--- src/sv/tls_pkg.sv ---
// Package for the two-way traffic light sequencer.
// Holds the phase type, register indexes, reset values and lamp patterns.
// No dependencies; every module of the block imports it.
`default_nettype none

package tls_pkg;

    localparam int unsigned MS_W      = 16;
    localparam int unsigned DIV_W     = 8;
    localparam int unsigned PORT_BC_W = 6;
    localparam int unsigned PORT_D_W  = 3;
    localparam int unsigned CFG_IDX_W = 2;
    localparam int unsigned CFG_DAT_W = 16;

    localparam logic [MS_W-1:0]  GREEN_MS_RST      = 16'd4000;
    localparam logic [MS_W-1:0]  AMBER_MS_RST      = 16'd2000;
    localparam logic [DIV_W-1:0] BLINK_COMPARE_RST = 8'd250;

    typedef enum logic [CFG_IDX_W-1:0] {
        CFG_GREEN_MS      = 2'd0,
        CFG_AMBER_MS      = 2'd1,
        CFG_BLINK_COMPARE = 2'd2
    } t_cfg_idx;

    // Road A green is the state reached after reset; handover precedes it.
    typedef enum logic [2:0] {
        S_A_GREEN,
        S_A_AMBER,
        S_B_GREEN,
        S_B_AMBER,
        S_HANDOVER
    } t_phase;

    typedef struct packed {
        logic [PORT_BC_W-1:0] b;
        logic [PORT_D_W-1:0]  d;
        logic [PORT_BC_W-1:0] c;
    } t_ports;

    // What the blinkers need to know about the phase after this beat.
    typedef struct packed {
        logic run_a;
        logic run_b;
        logic cross_active;
        logic clr_lamp_a;
        logic clr_lamp_b;
    } t_phase_evt;

    function automatic t_ports phase_ports(input t_phase ph);
        t_ports p;
        case (ph)
            S_A_GREEN:  p = '{b: 6'b001001, d: 3'b100, c: 6'b100010};
            S_A_AMBER:  p = '{b: 6'b010010, d: 3'b010, c: 6'b100010};
            S_B_GREEN:  p = '{b: 6'b100100, d: 3'b001, c: 6'b001001};
            S_B_AMBER:  p = '{b: 6'b100100, d: 3'b010, c: 6'b001001};
            S_HANDOVER: p = '{b: 6'b100100, d: 3'b100, c: 6'b100010};
            default:    p = '{b: 6'b001001, d: 3'b100, c: 6'b100010};
        endcase
        return p;
    endfunction

endpackage

`default_nettype wire

--- src/sv/tls_phase.sv ---
// Phase sequencer: millisecond down-counter, five-phase state machine and
// blinker run flags. Depends on tls_pkg.
`default_nettype none

module tls_phase (
    input  wire logic                    i_clk,
    input  wire logic                    i_rst_n,
    input  wire logic                    i_en,
    input  wire logic                    i_ms_tick,
    input  wire logic [tls_pkg::MS_W-1:0] i_green_ms,
    input  wire logic [tls_pkg::MS_W-1:0] i_amber_ms,
    output tls_pkg::t_ports              o_n_ports,
    output tls_pkg::t_phase_evt          o_evt
);
    import tls_pkg::*;

    t_phase            r_state, n_state;
    logic [MS_W-1:0]   r_ms_left, n_ms_left;
    logic              r_run_a, n_run_a;
    logic              r_run_b, n_run_b;
    logic              expire;
    logic [MS_W-1:0]   load_ms;
    logic              clr_a, clr_b;

    // The timer runs out when it steps from one to zero; a zero timer ignores ticks.
    assign expire = i_en && i_ms_tick && (r_ms_left == {{(MS_W-1){1'b0}}, 1'b1});

    always_comb begin
        n_state = r_state;
        if (expire) begin
            case (r_state)
                S_A_GREEN:  n_state = S_A_AMBER;
                S_A_AMBER:  n_state = S_B_GREEN;
                S_B_GREEN:  n_state = S_B_AMBER;
                S_B_AMBER:  n_state = S_HANDOVER;
                S_HANDOVER: n_state = S_A_GREEN;
                default:    n_state = r_state;
            endcase
        end
    end

    always_comb begin
        load_ms = i_green_ms;
        n_run_a = r_run_a;
        n_run_b = r_run_b;
        clr_a   = 1'b0;
        clr_b   = 1'b0;
        if (expire) begin
            case (r_state)
                S_A_GREEN: begin
                    load_ms = i_amber_ms;
                    n_run_a = 1'b0;
                    n_run_b = 1'b0;
                    clr_a   = 1'b1;
                end
                S_A_AMBER: begin
                    n_run_b = 1'b1;
                end
                S_B_GREEN: begin
                    load_ms = i_amber_ms;
                    n_run_b = 1'b0;
                    clr_b   = 1'b1;
                end
                S_B_AMBER, S_HANDOVER: begin
                    n_run_a = 1'b1;
                end
                default: begin
                    load_ms = i_green_ms;
                end
            endcase
        end
    end

    always_comb begin
        n_ms_left = r_ms_left;
        if (expire) begin
            n_ms_left = load_ms;
        end else if (i_en && i_ms_tick && (r_ms_left != '0)) begin
            n_ms_left = r_ms_left - {{(MS_W-1){1'b0}}, 1'b1};
        end
    end

    always_ff @(posedge i_clk) begin
        if (!i_rst_n) begin
            r_state   <= S_A_GREEN;
            r_ms_left <= GREEN_MS_RST;
            r_run_a   <= 1'b1;
            r_run_b   <= 1'b1;
        end else begin
            r_state   <= n_state;
            r_ms_left <= n_ms_left;
            r_run_a   <= n_run_a;
            r_run_b   <= n_run_b;
        end
    end

    assign o_n_ports          = phase_ports(n_state);
    assign o_evt.run_a        = n_run_a;
    assign o_evt.run_b        = n_run_b;
    assign o_evt.cross_active = (n_state == S_A_AMBER) || (n_state == S_B_GREEN)
                                || (n_state == S_B_AMBER);
    assign o_evt.clr_lamp_a   = clr_a;
    assign o_evt.clr_lamp_b   = clr_b;

    a_hold_when_idle: assert property (@(posedge i_clk) disable iff (!i_rst_n)
        !i_en |=> ($stable(r_state) && $stable(r_ms_left)))
        else $error("phase state moved without a beat");

    a_state_moves_on_expiry: assert property (@(posedge i_clk) disable iff (!i_rst_n)
        (r_state != n_state) |-> expire)
        else $error("phase change without timer expiry");

    a_amber_stops_a: assert property (@(posedge i_clk) disable iff (!i_rst_n)
        (expire && r_state == S_A_GREEN) |=> (!r_run_a && !r_run_b))
        else $error("blinkers still run after road A amber entry");

endmodule

`default_nettype wire

--- src/sv/tls_blink.sv ---
// Two blinker dividers counting slow ticks, with their toggles and lamps.
// Depends on tls_pkg and on the phase events from tls_phase.
`default_nettype none

module tls_blink (
    input  wire logic                     i_clk,
    input  wire logic                     i_rst_n,
    input  wire logic                     i_en,
    input  wire logic                     i_slow_tick,
    input  wire logic [tls_pkg::DIV_W-1:0] i_compare,
    input  wire tls_pkg::t_phase_evt      i_evt,
    output logic                          o_n_lamp_a,
    output logic                          o_n_lamp_b
);
    import tls_pkg::*;

    logic [DIV_W-1:0] r_cnt_a, n_cnt_a;
    logic [DIV_W-1:0] r_cnt_b, n_cnt_b;
    logic             r_tog_a, n_tog_a;
    logic             r_tog_b, n_tog_b;
    logic             r_lamp_a, n_lamp_a;
    logic             r_lamp_b, n_lamp_b;
    logic             step_a, step_b;
    logic             hit_a, hit_b;

    assign step_a = i_en && i_slow_tick && i_evt.run_a;
    assign step_b = i_en && i_slow_tick && i_evt.run_b;
    assign hit_a  = step_a && (r_cnt_a == i_compare);
    assign hit_b  = step_b && (r_cnt_b == i_compare);

    always_comb begin
        n_cnt_a  = r_cnt_a;
        n_tog_a  = r_tog_a;
        n_lamp_a = i_evt.clr_lamp_a ? 1'b0 : r_lamp_a;
        if (hit_a) begin
            n_cnt_a  = '0;
            n_tog_a  = !r_tog_a;
            n_lamp_a = !r_tog_a;
        end else if (step_a) begin
            n_cnt_a = r_cnt_a + {{(DIV_W-1){1'b0}}, 1'b1};
        end
    end

    // Lamp B only flashes in the crossing phases (road A amber, road B green and amber); elsewhere a hit darkens it.
    always_comb begin
        n_cnt_b  = r_cnt_b;
        n_tog_b  = r_tog_b;
        n_lamp_b = i_evt.clr_lamp_b ? 1'b0 : r_lamp_b;
        if (hit_b) begin
            n_cnt_b = '0;
            if (i_evt.cross_active) begin
                n_tog_b  = !r_tog_b;
                n_lamp_b = !r_tog_b;
            end else begin
                n_lamp_b = 1'b0;
            end
        end else if (step_b) begin
            n_cnt_b = r_cnt_b + {{(DIV_W-1){1'b0}}, 1'b1};
        end
    end

    always_ff @(posedge i_clk) begin
        if (!i_rst_n) begin
            r_cnt_a  <= '0;
            r_cnt_b  <= '0;
            r_tog_a  <= 1'b0;
            r_tog_b  <= 1'b0;
            r_lamp_a <= 1'b0;
            r_lamp_b <= 1'b0;
        end else begin
            r_cnt_a  <= n_cnt_a;
            r_cnt_b  <= n_cnt_b;
            r_tog_a  <= n_tog_a;
            r_tog_b  <= n_tog_b;
            r_lamp_a <= n_lamp_a;
            r_lamp_b <= n_lamp_b;
        end
    end

    assign o_n_lamp_a = n_lamp_a;
    assign o_n_lamp_b = n_lamp_b;

    a_lamp_b_needs_cross: assert property (@(posedge i_clk) disable iff (!i_rst_n)
        (n_lamp_b && !r_lamp_b) |-> i_evt.cross_active)
        else $error("lamp B lit outside the road B phases");

    a_stopped_holds: assert property (@(posedge i_clk) disable iff (!i_rst_n)
        (i_en && !i_evt.run_a) |=> $stable(r_cnt_a))
        else $error("stopped divider A moved");

    a_lamp_follows_toggle: assert property (@(posedge i_clk) disable iff (!i_rst_n)
        hit_a |=> (r_lamp_a == r_tog_a))
        else $error("lamp A does not follow its toggle");

endmodule

`default_nettype wire

--- src/sv/two_way_traffic_light_sequencer.sv ---
// Two-way traffic light sequencer, top level.
// Datapath: a taken input beat passes through the input register, then the result
// register. Throughput: one beat per cycle while the output is not stalled.
// Reset is synchronous and active low; afterwards the phase is road A green with
// 4000 ms loaded and both blinkers running. Depends on tls_pkg, tls_phase, tls_blink.
`default_nettype none

module two_way_traffic_light_sequencer (
    input  wire logic                          i_clk,
    input  wire logic                          i_rst_n,
    input  wire logic                          i_in_valid,
    output logic                               o_in_stall,
    input  wire logic                          i_ms_tick,
    input  wire logic                          i_slow_tick,
    output logic                               o_out_valid,
    input  wire logic                          i_out_stall,
    output logic [tls_pkg::PORT_BC_W-1:0]      o_lamps_b,
    output logic [tls_pkg::PORT_D_W-1:0]       o_lamps_d,
    output logic [tls_pkg::PORT_BC_W-1:0]      o_lamps_c,
    output logic                               o_blink_lamp_a,
    output logic                               o_blink_lamp_b,
    input  wire logic                          i_cfg_we,
    input  wire logic [tls_pkg::CFG_IDX_W-1:0] i_cfg_index,
    input  wire logic [tls_pkg::CFG_DAT_W-1:0] i_cfg_data
);
    import tls_pkg::*;

    logic [MS_W-1:0]  r_green_ms;
    logic [MS_W-1:0]  r_amber_ms;
    logic [DIV_W-1:0] r_blink_compare;

    logic             r_in_valid;
    logic             r_ms_tick;
    logic             r_slow_tick;
    logic             advance;

    t_ports           n_ports;
    t_phase_evt       evt;
    logic             n_lamp_a;
    logic             n_lamp_b;

    logic             r_out_valid;
    t_ports           r_ports;
    logic             r_lamp_a;
    logic             r_lamp_b;

    always_ff @(posedge i_clk) begin
        if (!i_rst_n) begin
            r_green_ms      <= GREEN_MS_RST;
            r_amber_ms      <= AMBER_MS_RST;
            r_blink_compare <= BLINK_COMPARE_RST;
        end else if (i_cfg_we) begin
            case (i_cfg_index)
                CFG_GREEN_MS:      r_green_ms      <= i_cfg_data;
                CFG_AMBER_MS:      r_amber_ms      <= i_cfg_data;
                CFG_BLINK_COMPARE: r_blink_compare <= i_cfg_data[DIV_W-1:0];
                default:           r_green_ms      <= r_green_ms;
            endcase
        end
    end

    // A beat leaves the input register whenever the result register is free or draining.
    assign advance    = r_in_valid && (!r_out_valid || !i_out_stall);
    assign o_in_stall = r_in_valid && !advance;

    always_ff @(posedge i_clk) begin
        if (!i_rst_n) begin
            r_in_valid <= 1'b0;
        end else if (!o_in_stall) begin
            r_in_valid <= i_in_valid;
        end
    end

    always_ff @(posedge i_clk) begin
        if (!o_in_stall) begin
            r_ms_tick   <= i_ms_tick;
            r_slow_tick <= i_slow_tick;
        end
    end

    tls_phase u_phase (
        .i_clk      (i_clk),
        .i_rst_n    (i_rst_n),
        .i_en       (advance),
        .i_ms_tick  (r_ms_tick),
        .i_green_ms (r_green_ms),
        .i_amber_ms (r_amber_ms),
        .o_n_ports  (n_ports),
        .o_evt      (evt)
    );

    tls_blink u_blink (
        .i_clk       (i_clk),
        .i_rst_n     (i_rst_n),
        .i_en        (advance),
        .i_slow_tick (r_slow_tick),
        .i_compare   (r_blink_compare),
        .i_evt       (evt),
        .o_n_lamp_a  (n_lamp_a),
        .o_n_lamp_b  (n_lamp_b)
    );

    always_ff @(posedge i_clk) begin
        if (!i_rst_n) begin
            r_out_valid <= 1'b0;
        end else if (advance) begin
            r_out_valid <= 1'b1;
        end else if (!i_out_stall) begin
            r_out_valid <= 1'b0;
        end
    end

    always_ff @(posedge i_clk) begin
        if (advance) begin
            r_ports  <= n_ports;
            r_lamp_a <= n_lamp_a;
            r_lamp_b <= n_lamp_b;
        end
    end

    assign o_out_valid    = r_out_valid;
    assign o_lamps_b      = r_ports.b;
    assign o_lamps_d      = r_ports.d;
    assign o_lamps_c      = r_ports.c;
    assign o_blink_lamp_a = r_lamp_a;
    assign o_blink_lamp_b = r_lamp_b;

    a_advance_fills_out: assert property (@(posedge i_clk) disable iff (!i_rst_n)
        advance |=> o_out_valid)
        else $error("beat lost between input and result register");

    a_result_held: assert property (@(posedge i_clk) disable iff (!i_rst_n)
        (o_out_valid && i_out_stall) |=> (o_out_valid && $stable(r_ports)
                                          && $stable(r_lamp_a) && $stable(r_lamp_b)))
        else $error("stalled result beat changed");

    a_stall_only_when_full: assert property (@(posedge i_clk) disable iff (!i_rst_n)
        o_in_stall |-> (r_in_valid && r_out_valid && i_out_stall))
        else $error("input stalled while the pipeline can move");

    a_lamp_d_onehot: assert property (@(posedge i_clk) disable iff (!i_rst_n)
        o_out_valid |-> $onehot(o_lamps_d))
        else $error("second lamp port not one hot");

endmodule

`default_nettype wire

--- config.mk ---
export PLATFORM = sky130hd
export DESIGN_NAME = two_way_traffic_light_sequencer
export DESIGN_NICKNAME = d
export VERILOG_FILES = /design/src/sv/tls_pkg.sv /design/src/sv/tls_phase.sv /design/src/sv/tls_blink.sv /design/src/sv/two_way_traffic_light_sequencer.sv
export SDC_FILE = /design/constraint.sdc
export NUM_CORES = 1
export LEC_CHECK = 0
export BUFFER_PORTS_ARGS = -buffer_cell sky130_fd_sc_hd__clkbuf_2
export CAP_MARGIN = 10
export CORE_UTILIZATION = 60
export CTS_CLUSTER_DIAMETER = 40
export DETAILED_ROUTE_END_ITERATION = 8
export MAX_ROUTING_LAYER = met4
export PLACE_DENSITY = 0.8
export SLEW_MARGIN = 5
export SYNTH_ARGS = -nofsm -noshare
export SYNTH_HDL_FRONTEND = slang
export SYNTH_HIERARCHICAL = 1
export SYNTH_SLANG_ARGS = --single-unit
export TNS_END_PERCENT = 50
--- constraint.sdc ---
create_clock -name i_clk -period 14.9 [get_ports i_clk]
set_input_delay 2.235 -clock i_clk [delete_from_list [all_inputs] [get_ports i_clk]]
set_output_delay 2.235 -clock i_clk [all_outputs]
set_load 0.05 [all_outputs]
== Yosys cells after proc, flatten, opt, wreduce, memory -nomap -nowiden ==
Index checks and enable logic that the tools add are counted.

* Output and inout port bits: 19
* Register bits: 102
* Logic and storage cells: 91
* Input bits: 25

* Muxes and demuxes: 21
* Reduce and logical (&&, ||, !) cells: 30
* $add $sub $neg: 3
* Equality and inequality tests: 14
* Bitwise gates (word level): 1

{| class="wikitable"
|+ Operators by type and width
! operator !! number
|-
| $pmux 15 s4 || 1
|-
| $mux 16 || 3
|-
| $add 8x1->8 const B || 2
|-
| $eq 16x1->1 const B || 1
|-
| $eq 8x8->1 || 2
|-
| $reduce_bool 16->1 || 1
|-
| $sub 16x1->16 const B || 1
|-
| $pmux 3 s5 || 1
|-
| $mux 1 || 13
|-
| $eq 3x2->1 const B || 4
|-
| $logic_and 1x1->1 || 10
|-
| $reduce_and 2->1 || 4
|-
| $reduce_or 2->1 || 4
|-
| $eq 3x1->1 const B || 2
|-
| $eq 3x3->1 const B || 2
|-
| $logic_not 1->1 || 5
|-
| $pmux 1 s2 || 2
|-
| $logic_not 3->1 || 1
|-
| $logic_or 1x1->1 || 3
|-
| $mux 3 || 1
|-
| $eq 2x1->1 const B || 1
|-
| $eq 2x2->1 const B || 1
|-
| $logic_not 2->1 || 1
|-
| $ne 2x1->1 const B || 1
|-
| 2 further kinds || 2
|}

== Logic depth before layout (Yosys ltp) ==
Gate-level depths: netlist of the first run.

* Depth in word-level cells: 11
* Mapped depth: 13
* Gate-level depth less buffers: 10

== Cells and area by module ==
Netlist of the first run, hierarchy kept.

{| class="wikitable"
|+ By module, submodules not included
! module !! instances !! seq. area each (um^2) !! cells an instance !! area an instance (um^2)
|-
| two_way_traffic_light_sequencer || 1 || 1411.4 || 185 || 2245.9
|-
| tls_phase || 1 || 420.4 || 240 || 1888.1
|-
| tls_blink || 1 || 400.4 || 122 || 1089.8
|}

== Worst setup path before layout of the first run ==
No wires, ideal clock.

* Path kind: input-to-reg
* Start point: input i_out_stall
* End point: register r_lamp_a, in the netlist o_blink_lamp_a (data pin)
* Setup time: 258 ps
* Cell stages on the path: 13
* Setup slack: 8213 ps
* Path buffers: 3
* Data arrival time: 6429 ps
* Cell sequence: a21boi_0 -> nor4bb_1 -> buf_2 -> nand4b_4 -> nor3_1 -> mux2i_1 -> o211ai_1 -> buf_4 -> nand3_2 -> or3_1 -> or3_1 -> buf_2 -> mux2i_1

* Cells in the longest elaborated chain, start to end: 9

{| class="wikitable"
|+ RTL lines
! element !! RTL line !! text
|-
| from (decl) || two_way_traffic_light_sequencer.sv:16 || <nowiki>input wire logic i_out_stall,</nowiki>
|-
| $logic_not 1->1 || -- ||
|-
| $logic_or 1x1->1 || two_way_traffic_light_sequencer.sv:63 || <nowiki>assign advance = r_in_valid && (!r_out_valid || !i_out_stall);</nowiki>
|-
| $logic_and 1x1->1 || two_way_traffic_light_sequencer.sv:63 ||
|-
| $logic_and 1x1->1 (2 in a row) || tls_phase.sv:26 || <nowiki>assign expire = i_en && i_ms_tick && (r_ms_left == {{(MS_W-1){1'b0}}, 1'b1});</nowiki>
|-
| $mux 1 || tls_phase.sv:48 || <nowiki>if (expire) begin</nowiki>
|-
| named net u_phase.n_run_a || tls_phase.sv:19 || <nowiki>logic r_run_a, n_run_a;</nowiki>
|-
| $logic_and 1x1->1 || tls_blink.sv:26 || <nowiki>assign step_a = i_en && i_slow_tick && i_evt.run_a;</nowiki>
|-
| $logic_and 1x1->1 || tls_blink.sv:28 || <nowiki>assign hit_a = step_a && (r_cnt_a == i_compare);</nowiki>
|-
| $mux 1 || tls_blink.sv:35 || <nowiki>if (hit_a) begin</nowiki>
|-
| named net n_lamp_a || two_way_traffic_light_sequencer.sv:39 || <nowiki>logic n_lamp_a;</nowiki>
|-
| to (signal assigned) || two_way_traffic_light_sequencer.sv:116 || <nowiki>r_lamp_a <= n_lamp_a;</nowiki>
|-
| to (decl) || two_way_traffic_light_sequencer.sv:44 || <nowiki>logic r_lamp_a;</nowiki>
|}

The timed path passes the listed nets, and every way through them passes these cells.
A chain may end at the register's enable or synchronous reset.

==> impl_results.md, run 1 <==
- Outcome: finished clean
- GP Congestion: 0.894
- Routed vias/inst: 5.91
- Tot GR Track Use: 26.4%
- Synthesized area: 5220 um^2
- Final setup fails: 0
- Ant. Diodes: 0
- Layout area overhead: 6.20%
- PortBufs: 43
- Skew final: 0.0150 ns
- Clock sink count: around 100
- Post-Place Cells: 659
- Critical Path RT: 15.03 ns
- Pin count of the biggest net entering global routing: 96
- Drt wl/cell: 15.8 um
- Via count: 3988
- Setup slack, reg-to-reg: 11.30 ns
- Power Total: 0.503 mW
- Area leader, netlist: dfxtp_1
- Top cells by count, synth: 83 x dfxtp_1, 61 x nand2_1, 48 x mux2i_1
- Initial antenna violation count: 0
- R2R Path Start: r_in_valid$_SDFFE_PN0N_
- Post-synth EDFFs: 19
- Initial drt markers: 244
- Synth Instances: 547
- Area fraction of the dominant cell type after synthesis: 31.8%
- Core ar.: 8340 um^2
- Synth Area in Compound Gates: under 10%
- Largest cells by area after synthesis: dfxtp_1 32%, edfxtp_1 11%, mux2i_1 9.2%
- Initial Util: 62.6%
- Max-cap violations: 0
- Root Driver: clkbuf_8
- WHS: roughly 0.46 ns
- WS Path Type: in -> reg
- Tcrit/Tclk final: 34.8%
- First-pass GRT wire length: 17.9 mm
- Setup Total Neg Slack: 0 ns
- CTS tree: done
- Slew Limit Fails: 0
- Most common cell in the netlist: dfxtp_1
- Mean Syn Cell Area: 9.55 um^2
- Relative slew slack: 29.6%
- Tightest Hold Check Type: reg -> reg
- Synth cell types: between 60 and 70
- Max Clock Freq: approximately 190 MHz
- CTS Buffer Depth: 2
- Detail Route Antenna Nets: 0
- Clk Latency, worst-skew pair: 0.37 ns
- Final Critical Period: ~5.2 ns
- Synth Area in XOR/XNOR: 5.87%
- Pre-CTS setup slack: 9.34 ns
- CP Data Arrival Time: 5.31 ns
- Seq/Total Area, Yosys: 42.7%
- Post-CTS setup buffer count: 0
- #FFs+latches synth: 102
- CP startpoint kind: input pin
- Post-Synth Simple-Gate Area: 24.7%
- Post-synthesis mux area share: 10.9%
- Fill cell instance count of the final layout: 664
- Die height: 95.3 um
- Top-Level Pins: 44
- YS warnings: 6
- VDD IR max: 0.0651 mV
- Ratio of cells with drive above 1 in the final layout: about 16%
- Critical Path Start: i_out_stall
- Clock Pin Slew Worst Setup and Hold Paths: between 0.1 and 0.15 ns
- Drt total wl: 10.7 mm
- Power density over the cells: 90.6 nW/um^2
- Unrepaired setup endpoints after global routing: no
- Gr ovfl total: 0
- Row Count: 33
- Synth async-reset ratio: 0%
- Pre-antenna DRT Iters: 4
- Detailed Place HPWL: 7.49 mm
- Crit path to: o_blink_lamp_a$_DFFE_PP_
- Adder-cell share of the synthesized area: 1.44%
- Post-CTS Resized: 0
- Final Hold Violating Endpoints: 0
- DRC Markers: 0
- Non-Filler Instances: 675
- Hold depth: 2
- CTS HTree Levels: 3
- Final layout net count: 596
- Chip width: approximately 95 um
- Primary FF master, synth: dfxtp_1
- Die area: 9080 um^2
- Critical path peak fanout: 24
- LEAKAGE: 2.13 nW
- Final WS setup: 9.72 ns
- CTS buffer count: 9
- Worst flop-to-flop path endpoint: o_blink_lamp_a$_DFFE_PP_
- Transition time of the tightest slew-check pin: ~1.1 ns
- CTS hold repair buffers: 0
- Main combinational cell family by area after synthesis: simple AND/OR/NAND/NOR gates
- R2R cell count: 12
- CP Capture Type: flop
- Vias in the first global route: ~3700
==> placed cells by master (no fill, tap or decap), types with 11 or more instances in the layout <==
cell type / instances
xnor2_1: 25
dfxtp_1: 83
edfxtp_1: 19
o21ai_0: 14
mux2i_1: 48
nor2b_1: 28
nor2_1: 28
clkbuf_2: 43
a21oi_1: 11
nand4_1: 15
nor3_1: 22
nand3_1: 20
nand2_1: 61
==> cells by family (layout without fill, tap and decap cells) <==
family	Yosys count	in the layout
flops	102	102
buf+inv	51	73
fa+ha+maj	6	6
xor+xnor	35	35
mux	56	56
simple gates	228	228
compound gates	68	68
other cells	1	2
==> worst max-delay path, cell delays in order <==
cell	delay, ns
clkbuf_2	0.11
a21boi_2	0.15
buf_4	0.31
nor4bb_1	0.24
buf_4	0.22
nand4b_4	0.18
nor3_1	0.34
mux2i_1	0.16
o211ai_1	0.16
nand3_2	0.19
or3_1	0.45
or3_1	0.41
mux2i_1	0.15
==> worst min-delay path by stage <==
stage                                      startpoint  slack [ns]                     endpoint
final                     r_amber_ms[12]$_SDFFE_PN0P_        0.46  r_amber_ms[12]$_SDFFE_PN0P_
after global routing      r_amber_ms[14]$_SDFFE_PN0P_        0.49  r_amber_ms[14]$_SDFFE_PN0P_
after CTS                 r_amber_ms[12]$_SDFFE_PN0P_        0.46  r_amber_ms[12]$_SDFFE_PN0P_
after detailed placement  r_amber_ms[12]$_SDFFE_PN0P_        0.45  r_amber_ms[12]$_SDFFE_PN0P_
after global placement     r_amber_ms[2]$_SDFFE_PN0P_        0.44   r_amber_ms[2]$_SDFFE_PN0P_
after floorplan            r_amber_ms[0]$_SDFFE_PN0P_        0.43   r_amber_ms[0]$_SDFFE_PN0P_
==> metrics by stage <==
| stage | utilization, % | instance area [um^2] |
|---|---|---|
| 6_report | 66.5 | 5550 |
| 5_1_grt | 66.5 | 5550 |
| 4_1_cts | 66.5 | 5550 |
| 3_5_place_dp | 64.2 | 5360 |
| 3_3_place_gp | 64.2 | 5360 |
| 2_1_floorplan | - | 5230 |
==> layout make-up <==
| cell class | instances | area (um^2) | share of cell area [%] |
|---|---|---|---|
| clock buffer | 10 | 138 | 2.48 |
| clock inverter | 6 | 53.8 | 0.970 |
| inverter | 11 | 41.3 | 0.744 |
| multi-input combinational | 395 | 2710 | 48.9 |
| sequential | 102 | 2230 | 40.2 |
| tap | 105 | 131 | 2.37 |
| timing repair buffer | 46 | 238 | 4.29 |
==> flip-flops by register name (all words and copies together), names as in the netlist <==
register           count
o_out_valid            1
r_in_valid             1
u_phase/r_run_a        1
o_lamps_c              6
u_blink/r_tog_b        1
o_lamps_d              3
r_slow_tick            1
r_blink_compare        8
o_lamps_b              6
o_blink_lamp_a         1
u_blink/r_cnt_b        8
u_phase/r_run_b        1
o_blink_lamp_b         1
u_blink/r_tog_a        1
u_blink/r_cnt_a        8
u_phase/r_ms_left     16
u_phase/r_state        3
u_blink/r_lamp_a       1
r_green_ms            16
r_ms_tick              1
r_amber_ms            16
u_blink/r_lamp_b       1
==> per-layer routing <==
layer,share of wire (%),vias to the layer above,GRT usage (%)
li1,-,1980,-
met2,46,144,40.7
met4,2.0,0,9.09
met5,0,-,-
met3,5.1,19,4.63
met1,47,1845,35.0
==> power by group <==
part	switching, mW	internal, mW
Combinational	0.0256	0.0158
Sequential	0.00591	0.288
Clock	0.0996	0.0680
Power figures use the tool's default switching activity.
==> inputs of run 2 (changes only) <==
==> constraint.sdc (replaced) <==
create_clock -name i_clk -period 5.2 [get_ports i_clk]
set_input_delay 0.78 -clock i_clk [delete_from_list [all_inputs] [get_ports i_clk]]
set_output_delay 0.78 -clock i_clk [all_outputs]
set_load 0.05 [all_outputs]
==> impl_results.md, run 2 (synthesized netlist as in run 1, its figures left out) <==
- Initial drt markers: 263
- CTS buffer count: 9
- Root Driver: clkbuf_8
- CTS HTree Levels: 3
- Die area: 9080 um^2
- CTS hold repair buffers: 0
- Unrepaired setup endpoints after global routing: no
- Final setup fails: 0
- Relative slew slack: 29.0%
- Drt wl/cell: 15.5 um
- Detailed Place HPWL: roughly 7.5 mm
- Initial antenna violation count: 0
- Critical Path RT: approximately 5.3 ns
- WS Path Type: in -> reg
- Initial Util: 62.6%
- CTS tree: done
- Power density over the cells: between 200 and 300 nW/um^2
- Pin count of the biggest net entering global routing: 56
- Transition time of the tightest slew-check pin: 1.07 ns
- Pre-antenna DRT Iters: 5
- Post-CTS Resized: 0
- Most frequent cells in the layout: 83 x dfxtp_1, 61 x nand2_1, 48 x mux2i_1
- Final Critical Period: 3.68 ns
- CP startpoint kind: input pin
- Tcrit/Tclk final: 70.8%
- CP Data Arrival Time: 3.81 ns
- Critical path peak fanout: 24
- Outcome: finished clean
- Top-Level Pins: 44
- Ant. Diodes: 0
- Tot GR Track Use: 25.8%
- Final Util: about two thirds
- Core ar.: 8340 um^2
- Chip width: 95.3 um
- Gr ovfl total: 0
- LEAKAGE: 2.13 nW
- Die height: 95.3 um
- Clock sink count: 102
- Drt total wl: 10.5 mm
- Most common cell after layout, fill and taps aside: dfxtp_1
- Post-CTS setup buffer count: 0
- Tightest Hold Check Type: reg -> reg
- VDD IR max: 0.159 mV
- Clk Latency, worst-skew pair: around 0.36 ns
- Detail Route Antenna Nets: 0
- First-pass GRT wire length: 17.8 mm
- WHS: between 0.4 and 0.5 ns
- GP Congestion: 0.877
- CTS Buffer Depth: 2
- Slew Limit Fails: 0
- PortBufs: 43
- Row Count: 33
- Final layout net count: 597
- Ratio of cells with drive above 1 in the final layout: between 10% and 20%
- DRC Markers: 0
- CP Capture Type: flop
- Vias in the first global route: around 3800
- Top Registers: r_amber_ms x16, r_green_ms x16, u_phase/r_ms_left x16
- Layout area overhead: 6.16%
- Final Hold Violating Endpoints: 0
- Skew final: 0.0108 ns
- Routed vias/inst: between 5 and 6
- Via count: slightly below 4000
- Max-cap violations: 0
- Max Clock Freq: around 270 MHz
- Clock Pin Slew Worst Setup and Hold Paths: about 0.10 ns
- Setup Total Neg Slack: 0 ns
[run 2: layout make-up]
class	count	area [um^2]
timing repair buffer	47	245
sequential	102	2230
inverter	11	41.3
clock inverter	7	57.6
multi-input combinational	395	2710
clock buffer	9	124
tap	105	131
fill	686	2800
[run 2: worst max-delay path, cell delays in order]
cell and delay, ns:
clkbuf_2 0.11, a21boi_2 0.13, buf_4 0.29, nor4bb_1 0.25, buf_4 0.23, nand4b_4 0.18
nor3_1 0.33, mux2i_1 0.15, o211ai_1 0.16, nand3_2 0.19, or3_1 0.44, or3_1 0.41
mux2i_1 0.15
[run 2: through the flow]
| stage | cells | power, mW | instance area [um^2] | setup slack, ns |
|---|---|---|---|---|
| 6_report | 676 | 1.42 | 5550 | 1.52 |
| 3_3_place_gp | 660 | 0.971 | 5360 | 1.28 |
| 5_1_grt | 676 | 1.48 | 5550 | 1.20 |
| 4_1_cts | 676 | 1.43 | 5550 | 1.55 |
| 3_5_place_dp | 660 | 0.976 | 5360 | 1.16 |
| 2_1_floorplan | 548 | 0.943 | 5230 | 0.591 |
[run 2: path summary, 6_finish.rpt]
kind                                                  from                          to  slack [ns]  cells after the start
worst min-delay path            r_amber_ms[2]$_SDFFE_PN0P_  r_amber_ms[2]$_SDFFE_PN0P_        0.46                      2
worst min register to register  r_amber_ms[2]$_SDFFE_PN0P_  r_amber_ms[2]$_SDFFE_PN0P_        0.46                      2
worst max register to register     r_in_valid$_SDFFE_PN0N_    o_blink_lamp_a$_DFFE_PP_        1.64                     12
worst max-delay path                           i_out_stall    o_blink_lamp_a$_DFFE_PP_        1.52                     13
[run 2: where the power goes]
part	internal [mW]	switching, mW
Clock	0.180	0.284
Sequential	0.824	0.0164
Combinational	0.0452	0.0730
Total	1.05	0.373
[run 2: routing by layer]
layer,vias to the layer above,part of all wire (%),track usage [%]
li1,1984,-,-
met1,1843,47,32.9
met2,124,47,40.5
met3,19,4.7,5.02
met4,0,1.5,9.60
met5,-,0,-
==> inputs of run 3 (changes only) <==
--- a/config.mk
+++ b/config.mk
@@ -5,6 +5,7 @@
 export SDC_FILE = /design/constraint.sdc
 export NUM_CORES = 1
 export LEC_CHECK = 0
+export ABC_AREA = 1
 export BUFFER_PORTS_ARGS = -buffer_cell sky130_fd_sc_hd__clkbuf_2
 export CAP_MARGIN = 10
 export CORE_UTILIZATION = 60
==> constraint.sdc (replaced) <==
create_clock -name i_clk -period 3.65 [get_ports i_clk]
set_input_delay 0.5475 -clock i_clk [delete_from_list [all_inputs] [get_ports i_clk]]
set_output_delay 0.5475 -clock i_clk [all_outputs]
set_load 0.05 [all_outputs]
==> impl_results.md, run 3 <==
- CP Data Arrival Time: 2.91 ns
- Final layout net count: 763
- Unrepaired setup endpoints after global routing: no
- Final setup fails: 0
- Relative slew slack: 50.5%
- Max Clock Freq: 361 MHz
- Tot GR Track Use: 27.0%
- Initial drt markers: 316
- #FFs+latches synth: 102
- Met3 GRT Util: 4.50%
- Synthesized area: between 5000 and 6000 um^2
- WS Path Type: reg -> reg
- Layout area overhead: 6.79%
- Final Critical Period: 2.77 ns
- Cell family with most CP delay: simple AND/OR/NAND/NOR gates
- Most common cell after layout, fill and taps aside: nand2_1
- Slew Limit Fails: 0
- Post-Place Cells: 829
- Area leader, netlist: dfxtp_1
- WHS: 0.337 ns
- Tightest Hold Check Type: in -> reg
- Area fraction of the dominant cell type after synthesis: 31.2%
- Final Hold Violating Endpoints: 0
- Synth cell types: between 40 and 50
- Skew final: 0.0112 ns
- Max-cap violations: 0
- Outcome: finished clean
- Row Count: 34
- Initial antenna violation count: 0
- Busiest grt layer: met2
- Synth async-reset ratio: 0%
- Routed vias/inst: 5.27
- CP Capture Type: flop
- DRC Markers: 0
- M2 GR Usage: 42.3%
- Largest stage delay, worst path: 0.33 ns
- VDD IR max: 0.203 mV
- CTS hold repair buffers: 0
- Via count: 4455
- Vias in the first global route: 4151
- Ant. Diodes: 0
- Most frequent cells in the layout: 173 x nand2_1, 83 x dfxtp_1, 81 x nor2_1
- Setup Total Neg Slack: 0 ns
- Most common cell in the netlist: nand2_1
- Core ar.: 8680 um^2
- Chip width: 96.2 um
- CP startpoint kind: flop
- Post-CTS setup buffer count: 0
- Critical path, cell by cell: nand2_1 -> inv_1 -> nor2_1 -> nand2_1 -> nor2_1 -> nand2_1 -> nor2_1 -> nand2_2 -> inv_1 -> nand3_1 -> nand2_1 -> nand3_2 -> inv_2 -> nand3_2 -> nor2_4 -> nand2_1 -> nand2_1 -> nand2_1
- Primary FF master, synth: dfxtp_1
- Top-Level Pins: 44
- Clock sink count: 102
- Area occupied by multi-input gates: 2600 um^2
- YS warnings: 6
- CTS buffer count: 9
- Critical path peak fanout: 14
- PortBufs: 43
- Post-CTS Resized: 0
- CTS HTree Levels: 3
- Gr ovfl total: 0
- Post-synth EDFFs: 19
- Slowest cell on crit path: dfxtp_1
- Ratio of cells with drive above 1 in the final layout: 17.4%
- Grt met1 use: between 30% and 40%
- Die area: about 9300 um^2
- Root Driver: clkbuf_8
- Transition time of the tightest slew-check pin: 0.743 ns
- LEAKAGE: 2.64 nW
- Top Registers: r_amber_ms x16, r_green_ms x16, u_phase/r_ms_left x16
- Top cells by count, synth: 173 x nand2_1, 83 x dfxtp_1, 81 x nor2_1
- First-pass GRT wire length: 18.7 mm
- Pre-antenna DRT Iters: 4
- Final WS setup: 0.882 ns
- Largest cells by area after synthesis: dfxtp_1 31%, nand2_1 12%, edfxtp_1 11%
- Pin count of the biggest net entering global routing: 55
- Initial Util: slightly above 60%
- Seq/Total Area, Yosys: a little over two fifths
- Clock Pin Slew Worst Setup and Hold Paths: 0.11 ns
- Die height: 96.2 um
- Most Frequent Cell on Critical Path: nand2_1
- Drt total wl: between 10 and 15 mm
- CTS tree: done
- Clk Latency, worst-skew pair: 0.37 ns
- Detailed Place HPWL: 8.10 mm
- Critical Path RT: 3.80 ns
- Worst path bufs/invs: 3
- Synth Instances: 709
- Detail Route Antenna Nets: 0
- Reg area: between 2000 and 2500 um^2
- Non-Filler Instances: 845
- GP Congestion: 0.879
- Drt wl/cell: around 13 um
- Fill cell instance count of the final layout: between 700 and 800
- CTS Buffer Depth: 2
- Pre-CTS setup slack: 0.570 ns
- Mean Syn Cell Area: 7.51 um^2
- Power density over the cells: 376 nW/um^2
- Tcrit/Tclk final: 75.8%
[run 3: changes by cell type after synthesis, moves of 28 or more]
cell and change:
nand2_1 +112, nor2b_1 -28, inv_1 +61, nor2_1 +53, nand3_1 +53, mux2i_1 -43
[run 3: cell families after synthesis]
logic type                 after synthesis  share of synthesized area [%]
muxes                                    5                          0.940
DFF                                    102                           41.9
adders and majority gates                6                           1.41
other                                    1                         0.0704
and+or+nand+nor                        403                           36.6
buffers and inverters                  115                           9.37
AOI/OAI and AO/OA                       54                           5.92
xor gates and xnor gates                23                           3.78
[run 3: through the flow]
stage	area, um^2	total power, mW	util, %
2_1_floorplan	5330	1.41	-
3_3_place_gp	5500	1.46	63.4
3_5_place_dp	5500	1.47	63.4
4_1_cts	5690	2.15	65.5
5_1_grt	5690	2.24	65.5
6_report	5690	2.14	65.5
[run 3: worst paths after layout]
path	slack, ns	startpoint	end	cells past startpoint
worst max-delay path	0.88	o_out_valid$_SDFFE_PN0P_	o_blink_lamp_b$_DFFE_PP_	18
worst min-delay path	0.34	i_ms_tick	r_ms_tick$_DFFE_PN_	1
worst max register to register	0.88	o_out_valid$_SDFFE_PN0P_	o_blink_lamp_b$_DFFE_PP_	18
worst min register to register	0.47	u_blink/r_tog_b$_SDFFE_PN0P_	u_blink/r_tog_b$_SDFFE_PN0P_	2
[run 3: area by class of cell]
type	count	share of cell area [%]
clock buffers	9	2.18
clock inverters	7	1.12
inverters	81	5.35
multi-input cells	493	45.7
flip-flops and latches	102	39.2
well taps	108	2.38
repair buffers	45	4.05
[run 3: power breakdown]
part	total [mW]	switching [mW]	leakage, nW	internal (mW)
sequential	1.22	0.0316	0.844	1.18
combinational	0.229	0.153	1.69	0.0758
clock	0.694	0.429	0.0972	0.265
total	2.14	0.613	2.64	1.53
[run 3: per-layer routing]
layer,up-vias,routed length [um]
met3,16,378
met5,-,0
met1,2050,5240
li1,2290,-
met4,0,172
met2,99,5390
[run 3: worst reg2reg max path, stage by stage (launching register included)]
cell	delay, ns
dfxtp_1	0.33
nand2_1	0.08
inv_1	0.05
nor2_1	0.12
nand2_1	0.11
nor2_1	0.17
nand2_1	0.07
nor2_1	0.15
nand2_2	0.20
inv_1	0.23
nand3_1	0.12
nand2_1	0.10
nand3_2	0.17
inv_2	0.14
nand3_2	0.10
nor2_4	0.13
nand2_1	0.12
nand2_1	0.10
nand2_1	0.05
